--- src/hw/rtl/kbct_pkg.sv ---
// kbct_pkg: shared types, constants and the keypad decode function for the
// keypad bcd countdown timer. No dependencies; imported by every rtl module.
package kbct_pkg;

    localparam int DIGIT_W     = 4;
    localparam int DIGIT_COUNT = 6;
    localparam int POS_W       = 3;   // entry position 0..6
    localparam int CODE_W      = 5;
    localparam int TICK_W      = 8;
    localparam int S_DATA_W    = 8;
    localparam int M_DATA_W    = 32;

    localparam logic [DIGIT_W-1:0] BLANK_DIGIT        = 4'd10;
    localparam logic [TICK_W-1:0]  TICK_COMPARE_RESET = 8'd29;
    localparam logic [POS_W-1:0]   POS_FULL           = 3'd6;

    // event kinds on s_tuser
    localparam logic MODE_KEY  = 1'b0;
    localparam logic MODE_TICK = 1'b1;

    // decoded key kinds
    localparam logic [1:0] KEY_NONE  = 2'd0;
    localparam logic [1:0] KEY_DIGIT = 2'd1;
    localparam logic [1:0] KEY_STAR  = 2'd2;
    localparam logic [1:0] KEY_HASH  = 2'd3;

    typedef logic [DIGIT_COUNT-1:0][DIGIT_W-1:0] digits_t;  // index 0 is hours tens

    typedef struct packed {
        logic              mode;
        logic [CODE_W-1:0] key_code;
    } item_t;

    typedef struct packed {
        logic               display_updated;
        logic               counting;
        digits_t            digits;
    } result_t;

    typedef struct packed {
        logic [1:0]         kind;
        logic [DIGIT_W-1:0] value;
    } key_t;

    function automatic key_t key_decode(input logic [CODE_W-1:0] code);
        key_t k;
        k.kind  = KEY_DIGIT;
        k.value = '0;
        case (code)
            5'd1:    k.value = 4'd1;
            5'd2:    k.value = 4'd2;
            5'd3:    k.value = 4'd3;
            5'd5:    k.value = 4'd4;
            5'd6:    k.value = 4'd5;
            5'd7:    k.value = 4'd6;
            5'd9:    k.value = 4'd7;
            5'd10:   k.value = 4'd8;
            5'd11:   k.value = 4'd9;
            5'd14:   k.value = 4'd0;
            5'd13:   k.kind  = KEY_STAR;
            5'd15:   k.kind  = KEY_HASH;
            default: k.kind  = KEY_NONE;
        endcase
        return k;
    endfunction

endpackage

--- src/hw/rtl/kbct_in_stage.sv ---
// kbct_in_stage: input register for the event stream.
// Depends on kbct_pkg for item_t.
module kbct_in_stage import kbct_pkg::*; (
    input  logic  aclk,
    input  logic  aresetn,
    input  logic  s_tvalid,
    output logic  s_tready,
    input  item_t s_item,
    input  logic  advance,    // downstream takes the held word this cycle
    output logic  held_valid,
    output item_t held_item
);

    logic  valid_reg;
    logic  valid_next;
    item_t item_reg;

    assign s_tready   = !valid_reg || advance;
    assign valid_next = (s_tvalid && s_tready) ? 1'b1 : (advance ? 1'b0 : valid_reg);

    always_ff @(posedge aclk) begin
        if (!aresetn) begin
            valid_reg <= 1'b0;
        end else begin
            valid_reg <= valid_next;
        end
    end

    always_ff @(posedge aclk) begin
        if (s_tvalid && s_tready) begin
            item_reg <= s_item;
        end
    end

    assign held_valid = valid_reg;
    assign held_item  = item_reg;

endmodule

--- src/hw/rtl/kbct_core.sv ---
// kbct_core: timer state (digits, entry position, running flag, prescaler,
// tick_compare) and the single-pass next-state logic. Depends on kbct_pkg.
module kbct_core import kbct_pkg::*; (
    input  logic              aclk,
    input  logic              aresetn,
    input  logic              cfg_we,
    input  logic [TICK_W-1:0] cfg_wdata,
    input  logic              go,
    input  item_t             item,
    output result_t           result
);

    localparam digits_t TOPS = {4'd9, 4'd5, 4'd9, 4'd5, 4'd9, 4'd9};

    digits_t           digit_reg, digit_next;
    logic [POS_W-1:0]  pos_reg, pos_next;
    logic              running_reg, running_next;
    logic [TICK_W-1:0] tick_cnt_reg, tick_cnt_next;
    logic [TICK_W-1:0] tick_cmp_reg;

    key_t              key;
    digits_t           dec_digits;
    logic              all_zero;
    logic              borrow;
    logic              updated;
    logic [POS_W-1:0]  wr_idx;

    assign key    = key_decode(item.key_code);
    assign wr_idx = POS_W'(DIGIT_COUNT - 1) - pos_reg;

    // cascaded bcd decrement, seconds units first, holding at all zeros
    always_comb begin
        all_zero   = (digit_reg == '0);
        dec_digits = digit_reg;
        borrow     = !all_zero;
        for (int i = DIGIT_COUNT - 1; i >= 0; i--) begin
            if (borrow) begin
                if (digit_reg[i] == '0) begin
                    dec_digits[i] = TOPS[i];
                end else begin
                    dec_digits[i] = digit_reg[i] - 4'd1;
                    borrow        = 1'b0;
                end
            end
        end
    end

    always_comb begin
        digit_next    = digit_reg;
        pos_next      = pos_reg;
        running_next  = running_reg;
        tick_cnt_next = tick_cnt_reg;
        updated       = 1'b0;
        if (go) begin
            if (item.mode == MODE_TICK) begin
                if (running_reg) begin
                    if (tick_cnt_reg == tick_cmp_reg) begin
                        digit_next    = dec_digits;
                        updated       = 1'b1;
                        tick_cnt_next = TICK_W'(1);
                    end else begin
                        tick_cnt_next = tick_cnt_reg + TICK_W'(1);
                    end
                end
            end else begin
                case (key.kind)
                    KEY_STAR: begin
                        digit_next    = {DIGIT_COUNT{BLANK_DIGIT}};
                        pos_next      = '0;
                        running_next  = 1'b0;
                        tick_cnt_next = '0;
                        updated       = 1'b1;
                    end
                    KEY_HASH: begin
                        if (!running_reg) begin
                            for (int i = 0; i < DIGIT_COUNT; i++) begin
                                if (digit_reg[i] == BLANK_DIGIT) begin
                                    digit_next[i] = '0;
                                end
                            end
                            running_next  = 1'b1;
                            tick_cnt_next = '0;
                        end
                    end
                    KEY_DIGIT: begin
                        if (!running_reg && pos_reg < POS_FULL) begin
                            digit_next[wr_idx] = key.value;
                            pos_next           = pos_reg + POS_W'(1);
                            updated            = 1'b1;
                        end
                    end
                    default: ;
                endcase
            end
        end
    end

    always_ff @(posedge aclk) begin
        if (!aresetn) begin
            digit_reg    <= {DIGIT_COUNT{BLANK_DIGIT}};
            pos_reg      <= '0;
            running_reg  <= 1'b0;
            tick_cnt_reg <= '0;
            tick_cmp_reg <= TICK_COMPARE_RESET;
        end else begin
            digit_reg    <= digit_next;
            pos_reg      <= pos_next;
            running_reg  <= running_next;
            tick_cnt_reg <= tick_cnt_next;
            if (cfg_we) begin
                tick_cmp_reg <= cfg_wdata;
            end
        end
    end

    assign result.digits          = digit_next;
    assign result.counting        = running_next;
    assign result.display_updated = updated;

endmodule

--- src/hw/rtl/kbct_out_stage.sv ---
// kbct_out_stage: result register driving the master stream.
// Depends on kbct_pkg for result_t.
module kbct_out_stage import kbct_pkg::*; (
    input  logic                aclk,
    input  logic                aresetn,
    input  logic                load,
    input  result_t             result,
    output logic                advance,
    output logic                m_tvalid,
    input  logic                m_tready,
    output logic [M_DATA_W-1:0] m_tdata
);

    logic    valid_reg;
    logic    valid_next;
    result_t data_reg;

    assign advance    = !valid_reg || m_tready;
    assign valid_next = load ? 1'b1 : (m_tready ? 1'b0 : valid_reg);

    always_ff @(posedge aclk) begin
        if (!aresetn) begin
            valid_reg <= 1'b0;
        end else begin
            valid_reg <= valid_next;
        end
    end

    always_ff @(posedge aclk) begin
        if (load) begin
            data_reg <= result;
        end
    end

    assign m_tvalid = valid_reg;
    assign m_tdata  = M_DATA_W'(data_reg);

endmodule

--- src/hw/rtl/keypad_bcd_countdown_timer.sv ---
// keypad_bcd_countdown_timer: top level, input register, state core and result register.
// Depends on kbct_pkg, kbct_in_stage, kbct_core and kbct_out_stage.
//
// Takes one event word per clock (s_tuser 0: keypad code in s_tdata, 1: prescaler tick)
// and returns one result word per event: each accepted event is held in the input
// register, then the whole digit entry / start / bcd decrement step runs in one
// pass into the result register. Back pressure on m_tready stalls both registers in
// step; with m_tready held high the block sustains one event every cycle. tick_compare
// is written through cfg_we/cfg_wdata and should change only while no event is in flight.
module keypad_bcd_countdown_timer import kbct_pkg::*; (
    input  logic                aclk,
    input  logic                aresetn,
    input  logic                cfg_we,
    input  logic [TICK_W-1:0]   cfg_wdata,
    input  logic                s_tvalid,
    output logic                s_tready,
    input  logic [S_DATA_W-1:0] s_tdata,   // [4:0] key_code, [7:5] zero
    input  logic                s_tuser,   // [0] mode
    output logic                m_tvalid,
    input  logic                m_tready,
    output logic [M_DATA_W-1:0] m_tdata    // [3:0] hour_tens, [7:4] hour_units,
                                           // [11:8] minute_tens, [15:12] minute_units,
                                           // [19:16] second_tens, [23:20] second_units,
                                           // [24] counting, [25] display_updated, [31:26] 0
);

    item_t   s_item;
    item_t   held_item;
    logic    held_valid;
    logic    advance;
    logic    go;
    result_t result;

    assign s_item.mode     = s_tuser;
    assign s_item.key_code = s_tdata[CODE_W-1:0];
    assign go              = held_valid && advance;

    kbct_in_stage u_in_stage (
        .aclk       (aclk),
        .aresetn    (aresetn),
        .s_tvalid   (s_tvalid),
        .s_tready   (s_tready),
        .s_item     (s_item),
        .advance    (advance),
        .held_valid (held_valid),
        .held_item  (held_item)
    );

    kbct_core u_core (
        .aclk      (aclk),
        .aresetn   (aresetn),
        .cfg_we    (cfg_we),
        .cfg_wdata (cfg_wdata),
        .go        (go),
        .item      (held_item),
        .result    (result)
    );

    kbct_out_stage u_out_stage (
        .aclk     (aclk),
        .aresetn  (aresetn),
        .load     (go),
        .result   (result),
        .advance  (advance),
        .m_tvalid (m_tvalid),
        .m_tready (m_tready),
        .m_tdata  (m_tdata)
    );

endmodule
--- config.mk ---
export PLATFORM = sky130hd
export DESIGN_NAME = keypad_bcd_countdown_timer
export DESIGN_NICKNAME = d
export VERILOG_FILES = /design/src/hw/rtl/kbct_pkg.sv /design/src/hw/rtl/kbct_in_stage.sv /design/src/hw/rtl/kbct_core.sv /design/src/hw/rtl/kbct_out_stage.sv /design/src/hw/rtl/keypad_bcd_countdown_timer.sv
export SDC_FILE = /design/constraint.sdc
export NUM_CORES = 1
export LEC_CHECK = 0
export ABC_AREA = 0
export BUFFER_PORTS_ARGS = -buffer_cell sky130_fd_sc_hd__buf_2
export CAP_MARGIN = 20
export CORE_AREA = 5 5 144 146
export CTS_CLUSTER_DIAMETER = 40
export DETAILED_ROUTE_END_ITERATION = 12
export DIE_AREA = 0 0 149 151
export PLACE_DENSITY = 0.37
export SETUP_SLACK_MARGIN = 0.2
export SLEW_MARGIN = 40
export SYNTH_ARGS = -nofsm -noshare
export SYNTH_HDL_FRONTEND = slang
export SYNTH_SLANG_ARGS = --single-unit
--- constraint.sdc ---
create_clock -name aclk -period 2.9 [get_ports aclk]
set_input_delay 0.145 -clock aclk [delete_from_list [all_inputs] [get_ports aclk]]
set_output_delay 0.145 -clock aclk [all_outputs]
set_load 0.05 [all_outputs]
; After elaboration in Yosys (flattened, before gate mapping)
; Index checks and enable logic that the tools add are counted.
; W data, S select, Z words.
[totals]
latch_bits = 0
word_cells = 143
output_inout_bits = 34
ram_bits = 0
memories = 0
register_bits = 78
rom_bits = 0
[op_classes]
muxes = 59
multipliers = 0
n_eq_ne = 25
n_shift = 0
n_reduce_logical = 24
add_sub_neg = 9
n_lt_le_gt_ge = 3
bitwise_logic = 1
n_div = 0
[op_table]
columns = operator, count
row1 = $mux W24, 6
row2 = $mux W4, 19
row3 = $pmux W24 S3, 1
row4 = $pmux W4 S9, 1
row5 = $mux W8, 4
row6 = $eq A5 B4 Y1 const B, 6
row7 = $bwmux W24, 1
row8 = $eq A4 B4 Y1 const B, 6
row9 = $logic_not A24 Y1, 1
row10 = $logic_not A4 Y1, 6
row11 = $sub A4 B1 Y4 const B, 6
row12 = $mux W1, 20
row13 = $pmux W8 S2, 1
row14 = $eq A5 B3 Y1 const B, 3
row15 = $demux W4 S3, 1
row16 = $eq A5 B2 Y1 const B, 2
row17 = $reduce_or A10 Y1, 1
row18 = $add A8 B1 Y8 const B, 1
row19 = $eq A8 B8 Y1, 1
row20 = $reduce_and A4 Y1, 2
row21 = $pmux W2 S3, 1
row22 = $pmux W3 S2, 1
row23 = $reduce_bool A2 Y1, 3
row24 = $eq A5 B1 Y1 const B, 1
row25 = 16 further kinds, 26

; Longest topological paths before layout
; Gate-level depths: netlist (run 1).
[depth]
depth_word = 13
mapped_depth = 13
ltp_nobuf = 11

; Hierarchy
; Synthesis (run 1) repeated with hierarchy kept, for this count alone.
[unflattened]
cells_unflattened = 565
hier_area_um2 = 4822.1
[modules_own_cells]
columns = module, instances, area_each_um2, seq_area_each_um2, cells_per_inst
row1 = kbct_core, 1, 3699.8, 880.8, 516
row2 = kbct_out_stage, 1, 878.3, 800.8, 37
row3 = kbct_in_stage, 1, 237.7, 200.2, 11
row4 = keypad_bcd_countdown_timer, 1, 6.3, 0.0, 1

; Least setup slack after synthesis (run 1)
; No wires, ideal clock.
[synth_timing]
path_kind = register -> register
start = register u_out_stage.valid_reg, in the netlist u_out_stage.m_tvalid
end = register u_out_stage.data_reg (netlist bit u_out_stage.m_tdata[8]) (data pin)
arrival_time_ps = 2482
setup_slack_ps = 163
period_less_slack_ps = 2737
path_buffers = 1
setup_time_ps = 255
stages_incl_launch_ff = 9
cell_sequence = dfxtp_1 > nand2b_1 > nand2_1 > inv_1 > clkbuf_1 > nand3_1 > nand2_1 > o21ai_0 > and2_1
[synth_rtl]
columns = item, line_no
row1 = "start, declared", kbct_out_stage.sv:14  ; logic valid_reg;
row2 = "start signal, assigned", kbct_out_stage.sv:25  ; valid_reg <= valid_next;
row3 = "end signal, assigned", kbct_out_stage.sv:31  ; data_reg <= result;
row4 = "end, declared", kbct_out_stage.sv:16  ; result_t data_reg;

==> impl_metrics.py, run 1 <==
metrics = {
    "outcome": {
        "status": "completed",
    },
    "critical_path": {
        "rr_worst_depth": 6,
        "start_kind": "flop",
        "cp.required_ps": 2980,
        "r2r_slack_ps": 360,
        "r2r_start": "u_core.digit_reg[22]",
        "end_kind": "flop",
        "r2r-end": "u_out_stage.m_tdata[7]",
        "arrival_ps": 2620,
        "worstPathMaxFanout": 8,
        "crit_path_start": "u_core.digit_reg[22]",
        "critPathKind": "reg -> reg",
    },
    "final_layout": {
        "area_delta_synth_final_pct": 23.75,
        "drive_above_1_share": 0.2304,
        "largest_reg_flops": 26,
        "nFillCells": 2092,
        "final_cell_mix": "nand2_1 (51), buf_2 (46), dfxtp_1 (46)",
        "multi_input_area_mm2": 0.002656,
        "nets": 635,
        "seq_area_mm2": 0.001882,
        "final_common_cell": "nand2_1",
        "n_antenna_cell": 0,
    },
    "grt": {
        "grt_overflow": 0,
        "groute.usage.overall": 0.1497,
        "grt_max_degree": 32,
        "grt_pass1_wl_um": 26120,
        "antenna_found_initial": 0,
        "grt_pass1_vias": 4468,
    },
    "logic_synthesis": {
        "ys_types": 74,
        "postSynth.asyncResetShare": 0,
        "syn_area_per_cell_um2": 8.800,
        "ys_seq_area_frac": 0.3982,
        "syn_inst": 537,
        "synth-simple-area-share": 0.2491,
        "synthXorXnorAreaFrac": 0.01483,
        "synthMuxAreaShare": 0.02595,
        "synth_compound_area_frac": 0.2396,
        "ys.warnings.count": 0,
        "syn-cell-area_mm2": 0.004726,
        "synth_edf_count": 32,
        "ys.flop_type": "dfxtp_1",
        "ys_seq_elements": 78,
        "synth_top_family_by_area": "simple AND/OR/NAND/NOR gates",
        "synthAdderAreaFrac": 0.01589,
    },
    "cts": {
        "cts_buffer_depth": 2,
        "clk_root_buffer_cell": "clkbuf_16",
        "clock-sinks": 78,
        "cts_tree": "done",
        "clkLatencyLatePin_ps": 350,
        "cts_made_buffers": 9,
        "clk_pin_slew_worst_paths_ps": 60,
        "htreeDepth": 3,
    },
    "flow_run": {
        "maxCapViolCount": 0,
    },
    "power": {
        "power_density_mw_per_mm2": 473.8,
        "switching_share": 0.2879,
        "clkPwrFrac": 0.419,
        "vdd_drop_max_mv": 0.2707,
        "p_int_mw": 1.973,
        "combPwrFrac": 0.143,
        "seqPwrFrac": 0.438,
        "p_switching_mw": 0.7978,
        "power.leakage_nw": 2.144,
    },
    "floorplan": {
        "ios": 56,
        "row_count": 51,
        "coreArea_mm2": 0.01927,
        "die_area_mm2": 0.02250,
        "die_w_um": 149,
        "die_h_um": 151,
        "initial_core_util": 0.2452,
    },
    "route": {
        "met3RoutedLength_um": 755,
        "dr.pass1.iters": 5,
        "drtIter0Drc": 370,
        "routed.top_layer": "met4",
        "final_antenna_net_count": 0,
        "vias": 4551,
        "routed_via_density": 5.189,
        "wl_met1_um": 7779,
        "wl_met2_um": 7893,
        "wl_um": 16730,
        "drt-wirelength-per-cell_um": 19.07,
        "remaining_drc_errors": 0,
    },
    "placement": {
        "gp_congestion": 0.8354,
        "dp_hpwl_um": 12010,
        "dp_worst_setup_slack_ps": 169.0,
        "port_buffers": 46,
    },
    "hold_path": {
        "min_from": "cfg_wdata[3]",
        "worstHoldEndpoint": "u_core.tick_cmp_reg[3]",
        "hold_path_depth": 3,
        "hold_path.class": "in -> reg",
    },
    "timing": {
        "min_period_ps": 2537,
        "grt_setup_unrepaired": "false",
        "tightest_slew_ps": 706.6,
        "fin_crit_sh": 0.8749,
        "slew_violations": 0,
        "fmax_mhz": 394.1,
        "fin_skew_ps": 8.976,
        "slew-limit-headroom": 0.5250,
        "whs_ps": 13.22,
        "fin_ws_ps": 362.8,
        "final.setup.tns_ps": 0,
        "finalSetupViolCount": 0,
        "final-hold-violation-count": 0,
    },
}
-- power groups by stage --
stage          combinational, mW  sequential, mW  clock, mW
6_report                   0.396            1.21       1.16
3_3_place_gp               0.378            1.24          0
4_1_cts                    0.389            1.21       1.20
2_1_floorplan              0.205            1.28          0
3_5_place_dp               0.380            1.24          0
5_1_grt                    0.426            1.22       1.23
-- area by class of cell --
| type | instances | area share |
|---|---|---|
| inverters | 21 | 0.01348 |
| repair buffers | 93 | 0.1027 |
| clock inverters | 5 | 0.005991 |
| well taps | 265 | 0.05670 |
| flip-flops and latches | 78 | 0.3218 |
| multi-input cells | 404 | 0.4542 |
| clock buffers | 11 | 0.04514 |
-- how the worst max path moves through the flow --
| stage | end | slack (ps) |
|---|---|---|
| 2_1_floorplan | u_out_stage.m_tdata[18] | 300 |
| 3_3_place_gp | u_out_stage.m_tdata[18] | 170 |
| 3_5_place_dp | u_out_stage.m_tdata[18] | 170 |
| 4_1_cts | u_out_stage.m_tdata[18] | 250 |
| 5_1_grt | u_core.digit_reg[12] | 200 |
| 6_report | u_out_stage.m_tdata[7] | 360 |
-- cell families after synthesis --
group / Yosys count
compound gates: 158
xor+xnor: 8
fa+ha+maj: 6
buf+inv: 60
flops: 78
mux: 12
other cells: 1
simple gates: 214
-- Yosys cell counts, types with 4 or more instances --
cell | count | share of area
and2_1 | 8 | 0.011
or3_1 | 6 | 0.0079
nand2b_1 | 16 | 0.021
mux2i_1 | 10 | 0.021
o21ai_0 | 27 | 0.029
a32oi_1 | 7 | 0.013
o211ai_1 | 7 | 0.011
edfxtp_1 | 32 | 0.20
nand2_1 | 51 | 0.041
xnor2_1 | 8 | 0.015
o31ai_1 | 7 | 0.011
buf_2 | 5 | 0.0053
a31oi_1 | 22 | 0.029
nor4_1 | 8 | 0.011
a22oi_1 | 5 | 0.0079
clkbuf_1 | 26 | 0.021
a21oi_1 | 26 | 0.028
buf_4 | 6 | 0.0095
o41ai_1 | 7 | 0.013
nor2b_1 | 4 | 0.0053
o21a_1 | 4 | 0.0064
nand3_1 | 23 | 0.024
a31o_2 | 7 | 0.013
dfxtp_1 | 46 | 0.19
inv_1 | 19 | 0.015
nand4_1 | 11 | 0.015
a21boi_0 | 4 | 0.0064
ha_1 | 6 | 0.016
nor2_1 | 39 | 0.031
nor3_1 | 12 | 0.013
and3_1 | 4 | 0.0053
-- routing by layer --
metal  up-vias  track usage
li1       2169            -
met1      2223       0.1972
met2       137       0.2478
met3        22      0.02603
met4         0      0.05263
met5         -            0
-- worst max-delay path, stage by stage (launching register included) --
cell      delay, ps
dfxtp_1         370
nor3_2          450
nand4b_1        310
a21oi_2         430
nand3_1         200
o31ai_1         340
a21oi_1         160
-- what timing repair did --
action,CTS,global route
buffers inserted,0,1
endpoints found under the hold margin,7,0
gates resized for setup,1,13
hold buffers,7,0
endpoints found under the setup margin,2,22
pin swaps,0,0
-- through the flow --
step	utilization	instance area [um^2]	cells	power (mW)
floorplan	-	4746	542	1.488
global placement	0.2810	5415	853	1.616
detailed placement	0.2810	5415	853	1.619
CTS	0.3003	5787	876	2.802
global route	0.3035	5848	877	2.881
finish	0.3035	5848	877	2.771
No activity file was read; power rests on OpenSTA's default activity.
==> run 2, diff against run 1 <==
ABC_AREA = 1   (was 0)
CORE_AREA = 5 5 146 148   (was 5 5 144 146)
DIE_AREA = 0 0 151 153   (was 0 0 149 151)
==> impl_metrics.py, run 2 <==
metrics = {
    "route": {
        "drtIter0Drc": 271,
        "routed_via_density": 4.575,
        "final_antenna_net_count": 0,
        "wl_um": 15440,
        "vias": 4767,
        "dr.pass1.iters": 5,
        "remaining_drc_errors": 0,
        "drt-wirelength-per-cell_um": 14.82,
    },
    "floorplan": {
        "initial_core_util": 0.2438,
        "die_area_mm2": 0.02310,
        "row_count": 52,
        "die_w_um": 151,
        "ios": 56,
        "coreArea_mm2": 0.01991,
        "die_h_um": 153,
    },
    "hold_path": {
        "hold_path.class": "in -> reg",
    },
    "cts": {
        "htreeDepth": 3,
        "cts_made_buffers": 9,
        "cts_tree": "done",
        "clock-sinks": 78,
        "cts_buffer_depth": 2,
        "clkLatencyLatePin_ps": 340,
        "clk_pin_slew_worst_paths_ps": 60,
        "clk_root_buffer_cell": "clkbuf_16",
    },
    "grt": {
        "antenna_found_initial": 0,
        "grt_pass1_vias": 4547,
        "groute.usage.overall": 0.1346,
        "grt_pass1_wl_um": 24330,
        "grt_overflow": 0,
        "grt_max_degree": 31,
    },
    "timing": {
        "final.setup.tns_ps": 0,
        "whs_ps": 15.58,
        "slew-limit-headroom": 0.5394,
        "min_period_ps": 2547,
        "fmax_mhz": 392.6,
        "fin_skew_ps": 5.445,
        "finalSetupViolCount": 0,
        "fin_crit_sh": 0.8784,
        "tightest_slew_ps": 690.0,
        "slew_violations": 0,
        "final-hold-violation-count": 0,
        "grt_setup_unrepaired": "true",
    },
    "critical_path": {
        "critPathKind": "reg -> reg",
        "start_kind": "flop",
        "arrival_ps": 2780,
        "end_kind": "flop",
        "worstPathMaxFanout": 9,
        "r2r_slack_ps": 350,
        "cp.required_ps": 3130,
    },
    "logic_synthesis": {
        "ys_types": 46,
        "yosysTopAreaCellShare": 0.1979,
        "yosys-top-cells-count": "nand2_1 (191), inv_1 (84), a21oi_1 (70)",
        "postSynth.asyncResetShare": 0,
        "ys_seq_elements": 78,
        "ys.flop_type": "dfxtp_1",
        "syn_inst": 693,
        "syn_area_per_cell_um2": 7.005,
        "synth_edf_count": 32,
        "synthTopCellsByArea": "edfxtp_1 (20%), dfxtp_1 (19%), nand2_1 (15%)",
        "ys.warnings.count": 0,
        "syn-cell-area_mm2": 0.004855,
        "synth_most_common_cell": "nand2_1",
        "ys_seq_area_frac": 0.3876,
        "yosysTopAreaCell": "edfxtp_1",
    },
    "final_layout": {
        "final_common_cell": "nand2_1",
        "n_antenna_cell": 0,
        "nFillCells": 2271,
        "area_delta_synth_final_pct": 22.60,
        "drive_above_1_share": 0.1788,
        "nets": 795,
        "largest_reg_flops": 26,
        "final_cell_mix": "nand2_1 (189), inv_1 (80), a21oi_1 (68)",
    },
    "power": {
        "p_total_mw": 2.929,
        "power_density_mw_per_mm2": 492.1,
        "power.leakage_nw": 2.637,
        "vdd_drop_max_mv": 0.2638,
    },
    "outcome": {
        "status": "completed",
    },
    "placement": {
        "port_buffers": 46,
        "gp_congestion": 0.8415,
        "dp_hpwl_um": 11270,
    },
    "flow_run": {
        "maxCapViolCount": 0,
    },
}
==> run 2: changes by cell type in the layout (fill, tap and decap cells not counted), sizes merged, moves of 8 or more <==
| cell | previous run | this run |
|---|---|---|
| a21oi | 27 | 72 |
| a31oi | 22 | 1 |
| buf | 86 | 75 |
| inv | 25 | 86 |
| mux2i | 10 | 0 |
| nand2 | 51 | 198 |
| nand2b | 17 | 0 |
| nand3 | 23 | 61 |
| nor2 | 39 | 57 |
| nor3 | 13 | 5 |
| nor4 | 11 | 0 |
| o21ai | 27 | 65 |
==> run 2: path summary, 6_finish.rpt <==
path,start,endpoint,cells after the start
setup / recovery,u_in_stage.held_item[1],u_core.tick_cnt_reg[4],15
hold / removal,cfg_wdata[4],u_core.tick_cmp_reg[4],3
setup reg to reg,u_in_stage.held_item[1],u_core.tick_cnt_reg[4],15
hold reg to reg,u_core.tick_cmp_reg[7],u_core.tick_cmp_reg[7],2
==> run 2: kinds of logic after synthesis <==
family / after synthesis / synth area share
AOI/OAI and AO/OA: 152 / 0.1693
xor gates and xnor gates: 3 / 0.005413
adders and majority gates: 6 / 0.01546
buffers and inverters: 114 / 0.1003
DFF: 78 / 0.3876
other: 1 / 0.0007725
and+or+nand+nor: 339 / 0.3211
==> run 2: stage by stage <==
step | cell area (um^2) | std cells | setup slack, ps | util
5_1_grt | 5952 | 1042 | 129.8 | 0.2990
4_1_cts | 5847 | 1036 | 228.4 | 0.2937
3_5_place_dp | 5465 | 1013 | 91.43 | 0.2745
6_report | 5952 | 1042 | 352.6 | 0.2990
2_1_floorplan | 4873 | 698 | 361.6 | -
3_3_place_gp | 5465 | 1013 | 155.8 | 0.2745
==> run 2: layout make-up <==
class                           count  area, um^2  area share
Multi-Input combinational cell    506        2556      0.4295
Sequential cell                    78        1882      0.3162
Timing Repair Buffer               82       529.3     0.08892
Inverter                           90       345.3     0.05802
Tap cell                          270       337.8     0.05676
Clock buffer                       12       256.5     0.04309
Clock inverter                      4       45.04    0.007568
==> run 2: report_power, final <==
part / leakage, nW / internal, mW / switching, mW
registers: 0.674 / 1.20 / 0.0393
logic: 1.81 / 0.163 / 0.353
clock network: 0.152 / 0.710 / 0.467
total: 2.64 / 2.07 / 0.859
==> run 2: routing by layer <==
metal  vias up  global-route usage  share of wire
li1       2440                   -              -
met1      2191              0.1769           0.47
met2       114              0.2178           0.47
met3        22             0.02695          0.038
met4         0             0.04965          0.024
met5         -                   0              0
==> run 2: repair_timing <==
item | CTS | global route
gates resized for setup | 3 | 21
hold buffers | 7 | 0
pin swaps | 0 | 7
setup endpoints to repair | 15 | 56
setup buffers | 0 | 6
endpoints found under the hold margin | 7 | 0
==> run 2: worst max-delay path: stages, from the launching register on <==
cell and delay (ps):
edfxtp_1 420, inv_2 80, nor2_4 120, inv_2 50
nor3_2 180, nor2_1 60, nand2_1 80, inv_1 50
nand2_2 80, ha_2 320, nand2_1 160, o21ai_0 250
a21oi_4 160, inv_1 170, o21ai_0 90, and3_1 170
